$ cat config.mk
export PLATFORM = sky130hd
export DESIGN_NAME = bsa_ctrl
export DESIGN_NICKNAME = d
export VERILOG_FILES = /design/src/rtl/core/bsa_pkg.sv /design/src/rtl/core/bsa_ctrl.sv
export SDC_FILE = /design/constraint.sdc
export NUM_CORES = 1
export LEC_CHECK = 0
export BUFFER_PORTS_ARGS = -buffer_cell sky130_fd_sc_hd__buf_4
export CAP_MARGIN = 25
export CORE_UTILIZATION = 48
export DETAILED_ROUTE_END_ITERATION = 8
export PLACE_DENSITY_LB_ADDON = 0.12
export REMOVE_ABC_BUFFERS = 1
export SYNTH_ARGS = -nofsm -noshare
export SYNTH_HDL_FRONTEND = slang
export SYNTH_SLANG_ARGS = --single-unit
$ cat constraint.sdc
create_clock -name aclk -period 2.6 [get_ports aclk]
set_clock_uncertainty 0.05 [all_clocks]
set_input_delay 0.52 -clock aclk [delete_from_list [all_inputs] [get_ports aclk]]
set_output_delay 0.52 -clock aclk [all_outputs]
set_load 0.02 [all_outputs]
$ cat src/rtl/core/bsa_pkg.sv
// Shared constants, command codes and controller interface types.
`timescale 1ns / 1ps
`default_nettype none
package bsa_pkg;

    localparam int MAX_BINS = 64;
    localparam int ADDR_W   = $clog2(MAX_BINS);
    localparam int CNT_W    = ADDR_W + 1;
    localparam int CELL_AW  = 2 * ADDR_W;
    localparam int CELLS    = MAX_BINS * MAX_BINS;

    localparam int SMP_W    = 16;
    localparam int BIN_W    = 6;
    localparam int CMD_W    = 2;
    localparam int CELL_W   = 63;
    localparam int POW_W    = 52;
    localparam int FRM_W    = 20;
    localparam int ORDER_W  = 2;
    localparam int BINS_W   = 7;
    localparam int CFG_W    = 7;
    localparam int CFG_IDX_W = 2;

    localparam logic [CMD_W-1:0] CMD_LOAD  = 2'd0;
    localparam logic [CMD_W-1:0] CMD_READ  = 2'd1;
    localparam logic [CMD_W-1:0] CMD_CLEAR = 2'd2;

    localparam logic [CFG_IDX_W-1:0] REG_ORDER  = 2'd0;
    localparam logic [CFG_IDX_W-1:0] REG_X_BINS = 2'd1;
    localparam logic [CFG_IDX_W-1:0] REG_Y_BINS = 2'd2;

    localparam logic [ORDER_W-1:0] ORDER_CROSS  = 2'd1;
    localparam logic [ORDER_W-1:0] ORDER_TRIPLE = 2'd2;

    typedef struct packed {
        logic ld_wr;
        logic rd_lat;
        logic rd_mode;
        logic out_load;
        logic clr_start;
        logic clr_wr;
        logic frm_clr;
        logic frm_inc;
        logic idx_clr;
        logic cell_next;
        logic m1_en;
        logic m2_en;
        logic m3_en;
        logic m4_en;
        logic cell_wr;
        logic sq_en;
        logic pw_wr;
        logic pw_sel_y;
    } ctrl_t;

    typedef struct packed {
        logic cells_done;
        logic skip;
        logic pw_x_done;
        logic pw_y_done;
        logic clr_last;
        logic order2;
        logic out_busy;
    } status_t;

endpackage
`default_nettype wire

$ cat src/rtl/core/bsa_ctrl.sv
// Controller state machine: command decode, clearing pass, matrix and power sweeps.
`timescale 1ns / 1ps
`default_nettype none
module bsa_ctrl (
    input  wire logic                      aclk,
    input  wire logic                      aresetn,
    input  wire logic                      s_valid,
    input  wire logic [bsa_pkg::CMD_W-1:0] s_command,
    input  wire logic                      s_frame_end,
    output logic                           s_ready,
    output bsa_pkg::ctrl_t                 ctrl,
    input  wire bsa_pkg::status_t          status
);
    import bsa_pkg::*;

    localparam logic [3:0] ST_CLR    = 4'd0;
    localparam logic [3:0] ST_IDLE   = 4'd1;
    localparam logic [3:0] ST_RD_A   = 4'd2;
    localparam logic [3:0] ST_RD_B   = 4'd3;
    localparam logic [3:0] ST_C_RD   = 4'd4;
    localparam logic [3:0] ST_C_M1   = 4'd5;
    localparam logic [3:0] ST_C_M2   = 4'd6;
    localparam logic [3:0] ST_C_M3   = 4'd7;
    localparam logic [3:0] ST_C_M4   = 4'd8;
    localparam logic [3:0] ST_C_WR   = 4'd9;
    localparam logic [3:0] ST_PX_RD  = 4'd10;
    localparam logic [3:0] ST_PX_MUL = 4'd11;
    localparam logic [3:0] ST_PX_WR  = 4'd12;
    localparam logic [3:0] ST_PY_RD  = 4'd13;
    localparam logic [3:0] ST_PY_MUL = 4'd14;
    localparam logic [3:0] ST_PY_WR  = 4'd15;

    logic [3:0] state_reg, state_next;
    logic       accept;

    assign s_ready = (state_reg == ST_IDLE);
    assign accept  = s_valid & s_ready;

    always_ff @(posedge aclk) begin
        if (!aresetn) begin
            state_reg <= ST_CLR;
        end else begin
            state_reg <= state_next;
        end
    end

    always_comb begin
        ctrl       = '0;
        state_next = state_reg;
        unique case (state_reg)
            ST_CLR: begin
                ctrl.clr_wr = 1'b1;
                if (status.clr_last) state_next = ST_IDLE;
            end
            ST_IDLE: begin
                if (accept) begin
                    unique case (s_command)
                        CMD_LOAD: begin
                            ctrl.ld_wr = 1'b1;
                            if (s_frame_end) begin
                                ctrl.idx_clr = 1'b1;
                                state_next   = ST_C_RD;
                            end
                        end
                        CMD_READ: begin
                            ctrl.rd_lat = 1'b1;
                            state_next  = ST_RD_A;
                        end
                        CMD_CLEAR: begin
                            ctrl.clr_start = 1'b1;
                            ctrl.frm_clr   = 1'b1;
                            state_next     = ST_CLR;
                        end
                        default: ;
                    endcase
                end
            end
            ST_RD_A: begin
                ctrl.rd_mode = 1'b1;
                state_next   = ST_RD_B;
            end
            ST_RD_B: begin
                ctrl.rd_mode = 1'b1;
                if (!status.out_busy) begin
                    ctrl.out_load = 1'b1;
                    state_next    = ST_IDLE;
                end
            end
            ST_C_RD: begin
                if (status.cells_done) begin
                    ctrl.idx_clr = 1'b1;
                    state_next   = ST_PX_RD;
                end else if (status.skip) begin
                    ctrl.cell_next = 1'b1;
                end else begin
                    state_next = ST_C_M1;
                end
            end
            ST_C_M1: begin
                ctrl.m1_en = 1'b1;
                state_next = ST_C_M2;
            end
            ST_C_M2: begin
                ctrl.m2_en = 1'b1;
                state_next = status.order2 ? ST_C_M3 : ST_C_M4;
            end
            ST_C_M3: begin
                ctrl.m3_en = 1'b1;
                state_next = ST_C_M4;
            end
            ST_C_M4: begin
                ctrl.m4_en = 1'b1;
                state_next = ST_C_WR;
            end
            ST_C_WR: begin
                ctrl.cell_wr   = 1'b1;
                ctrl.cell_next = 1'b1;
                state_next     = ST_C_RD;
            end
            ST_PX_RD: begin
                if (status.pw_x_done) begin
                    ctrl.idx_clr = 1'b1;
                    state_next   = ST_PY_RD;
                end else begin
                    state_next = ST_PX_MUL;
                end
            end
            ST_PX_MUL: begin
                ctrl.sq_en = 1'b1;
                state_next = ST_PX_WR;
            end
            ST_PX_WR: begin
                ctrl.pw_wr = 1'b1;
                state_next = ST_PX_RD;
            end
            ST_PY_RD: begin
                ctrl.pw_sel_y = 1'b1;
                if (status.pw_y_done) begin
                    ctrl.frm_inc = 1'b1;
                    state_next   = ST_IDLE;
                end else begin
                    state_next = ST_PY_MUL;
                end
            end
            ST_PY_MUL: begin
                ctrl.pw_sel_y = 1'b1;
                ctrl.sq_en    = 1'b1;
                state_next    = ST_PY_WR;
            end
            ST_PY_WR: begin
                ctrl.pw_sel_y = 1'b1;
                ctrl.pw_wr    = 1'b1;
                state_next    = ST_PY_RD;
            end
            default: state_next = ST_IDLE;
        endcase
    end

endmodule
`default_nettype wire

==> reports/results.txt <==
Synth Register Bits -> 4
Tot Pwr -> 0.226 mW
Vias -> 781
Startpoint Class -> flip-flop
Number of enable flip-flop cells after synthesis -> 0
Residual DRC -> 0
Antenna-violating nets left -> 0
Clk slew on worst S/H paths -> 40 ps
Max reg flops -> 4
Worst Hold Class -> in2reg
Final worst path period need -> 2190 ps
Leakage -> 0.403 nW
GP Congestion -> 0.837
CP required -> 2030 ps
Top achievable clock speed -> 457 MHz
Hold wc startpoint -> aresetn
Vias in the first global route -> 637
Post-synth top flop -> dfxtp_1
Post-layout nets -> 142
Largest family of logic cells by synthesized area -> simple AND/OR/NAND/NOR gates
Maximum vdd drop -> 0.378 mV
Vias per cell -> 5.66
Status -> finished, final reports clean
Routed wire length -> 1640 um
Post-Synth Simple-Gate Area -> 47.1%
Dpl cell area -> 867 um^2
Crit path DAT -> 1620 ps
Final instance area -> 890 um^2
Hold-fix buffers, CTS -> 0
Fillers -> 101
CTS resizes -> 0
Proportion of synthesized area in mux cells -> 0%
Cells on Worst Hold Path -> 3
Cell Area, Synth -> 643 um^2
FF-to-FF Start -> state_reg[3]$_SDFFE_PN0P_
Ports -> 32
Fin crit share -> 84.2%
Overflow after GRT -> 0
XOR/XNOR Fraction of Synth Area -> 0%
Reg2reg end -> state_reg[1]$_SDFFE_PN0P_
Clock buffer count from CTS -> 3
Antenna diodes -> 0
Hold endpoint -> state_reg[2]$_SDFFE_PN0P_
Mapped Avg Cell Area -> 6.70 um^2
Sequential share of the synthesized area -> 12.5%
CTS max path bufs -> 2
Yosys warns -> 0
R2r setup slk -> 960 ps
Drt first pass iters -> 4
Buffers added on ports -> 31
Gate Count Post-Synth -> 96
Area grow syn2layout -> 38.3%
Core Area -> 1170 um^2
Most common cell after layout, fill and taps aside -> buf_4
Die H -> 38.6 um
Setup ws final -> 411 ps
H-tree Lvls -> 1
Kind of cell adding the most delay to the critical path -> flip-flops
Distinct cells, synth -> 35
Cell chain of the critical path -> nor2_1, a31oi_1, o2bb2ai_1, buf_4
CTS Root Cell -> clkbuf_4
Pwr/cell area -> 254 nW/um^2
Slowest cell on crit path -> dfxtp_1
Clk_lat worst skew -> 240 ps
Commonest cells after routing, fill and taps aside -> 34 x buf_4, 13 x nor2_1, 8 x nand2b_1, 8 x nand2_1, 6 x o21ai_0
Worst path bufs/invs -> 1
Setup violations, final -> 0
Pin count of the biggest net entering global routing -> 20
Die area -> 1490 um^2
Worst Tran Pin Value -> 626 ps
Count of final hold-check violations -> 0
CTS tree -> yes
Compound-Gate Fraction of Synth Area -> 24.7%
Post-CTS setup buffer count -> 0
Unrepaired setup endpoints after global routing -> no
Gr usage total -> 24.8%
Worst slack at placement -> 706 ps
Worst R2R Path Depth -> 4
Fin. max-slew vios -> 0
# clock sinks -> 4
Num rows -> 12
Post-Synth Adder-Cell Area -> 5.84%
DP Wirelength -> 1270 um
Max incr delay on CP -> 710 ps
TNS Setup -> 0 ps
First-pass GRT wire length -> 2620 um
Share of layout cells above drive strength 1 -> 33.9%
Die X -> 38.6 um
Kind of critical path -> reg2out
Critical Path End Type -> output pin
Max Cap Viol -> 0
Routed wire per std cell -> 11.9 um
Relative slew slack -> 58.2%
Crit path max fanout -> 19
Post-synth ARST share -> 0%
Initial antenna violation count -> 0
Starting Density -> 54.9%
DR iter-0 viols -> 10
## cell usage after synthesis, types with 2 or more instances
master / instances / area, um^2
buf_2: 6 / 30.0
a31oi_1: 2 / 12.5
ha_1: 3 / 37.5
and3_1: 3 / 18.8
dfxtp_1: 4 / 80.1
buf_4: 2 / 15.0
o21ai_0: 6 / 30.0
nor4_1: 2 / 12.5
nand2b_1: 8 / 50.1
a41oi_1: 2 / 17.5
and2_1: 2 / 12.5
nor3b_1: 3 / 22.5
nor3_1: 3 / 15.0
inv_1: 4 / 15.0
nor2_1: 13 / 48.8
nand3_1: 2 / 10.0
a21oi_1: 3 / 15.0
nand2_1: 8 / 30.0
nor2b_1: 4 / 25.0
## cell type report
| type | count | area, um^2 | area share (%) |
|---|---|---|---|
| inverters | 4 | 15.0 | 1.69 |
| flip-flops and latches | 4 | 80.1 | 9.00 |
| clock buffers | 3 | 22.5 | 2.53 |
| repair buffers | 34 | 255 | 28.7 |
| multi-input cells | 79 | 499 | 56.1 |
| well taps | 14 | 17.5 | 1.97 |
## cell families (layout without fill, tap and decap cells)
group | Yosys count | count (layout)
AOI/OAI and AO/OA | 22 | 22
adders and majority gates | 3 | 3
DFF | 4 | 4
and+or+nand+nor | 54 | 54
buffers and inverters | 13 | 41
## report_power, final
part / switching (mW) / total, mW / internal [mW]
combinational: 0.0419 / 0.0809 / 0.0390
clock: 0.0253 / 0.0769 / 0.0516
sequential: 0.00420 / 0.0679 / 0.0637
total: 0.0714 / 0.226 / 0.154
## how the worst max path moves through the flow
stage | to | cells past startpoint | from
after floorplan | ctrl[9] | 4 | state_reg[0]$_SDFFE_PN0P_
after global placement | ctrl[9] | 6 | s_command[0]
after detailed placement | ctrl[9] | 4 | state_reg[3]$_SDFFE_PN0P_
after CTS | ctrl[9] | 4 | state_reg[3]$_SDFFE_PN0P_
after global routing | ctrl[9] | 5 | state_reg[3]$_SDFFE_PN0P_
final | ctrl[9] | 4 | state_reg[3]$_SDFFE_PN0P_
## worst register-to-register path, delay by kind of cell (launching register included)
kind	cells	cell delay, ps
AOI/OAI and AO/OA	2	480
and+or+nand+nor	2	320
DFF	1	710
## layer usage
| metal | global-route usage (%) | routed length, um | vias to the layer above |
|---|---|---|---|
| met5 | 0 | 0 | - |
| met4 | 2.59 | 0 | 0 |
| met3 | 8.67 | 83 | 0 |
| met2 | 41.3 | 819 | 24 |
| met1 | 31.6 | 734 | 363 |
| li1 | - | - | 394 |
## stage by stage
step                      util, %  cells  hold WS, ps
after global placement       74.0    135          648
after detailed placement     74.0    135          669
after floorplan                 -     87          586
final                        76.0    138          487
after CTS                    76.0    138          480
after global routing         76.0    138          494
Note: power is estimated with default switching activity, not from simulation.
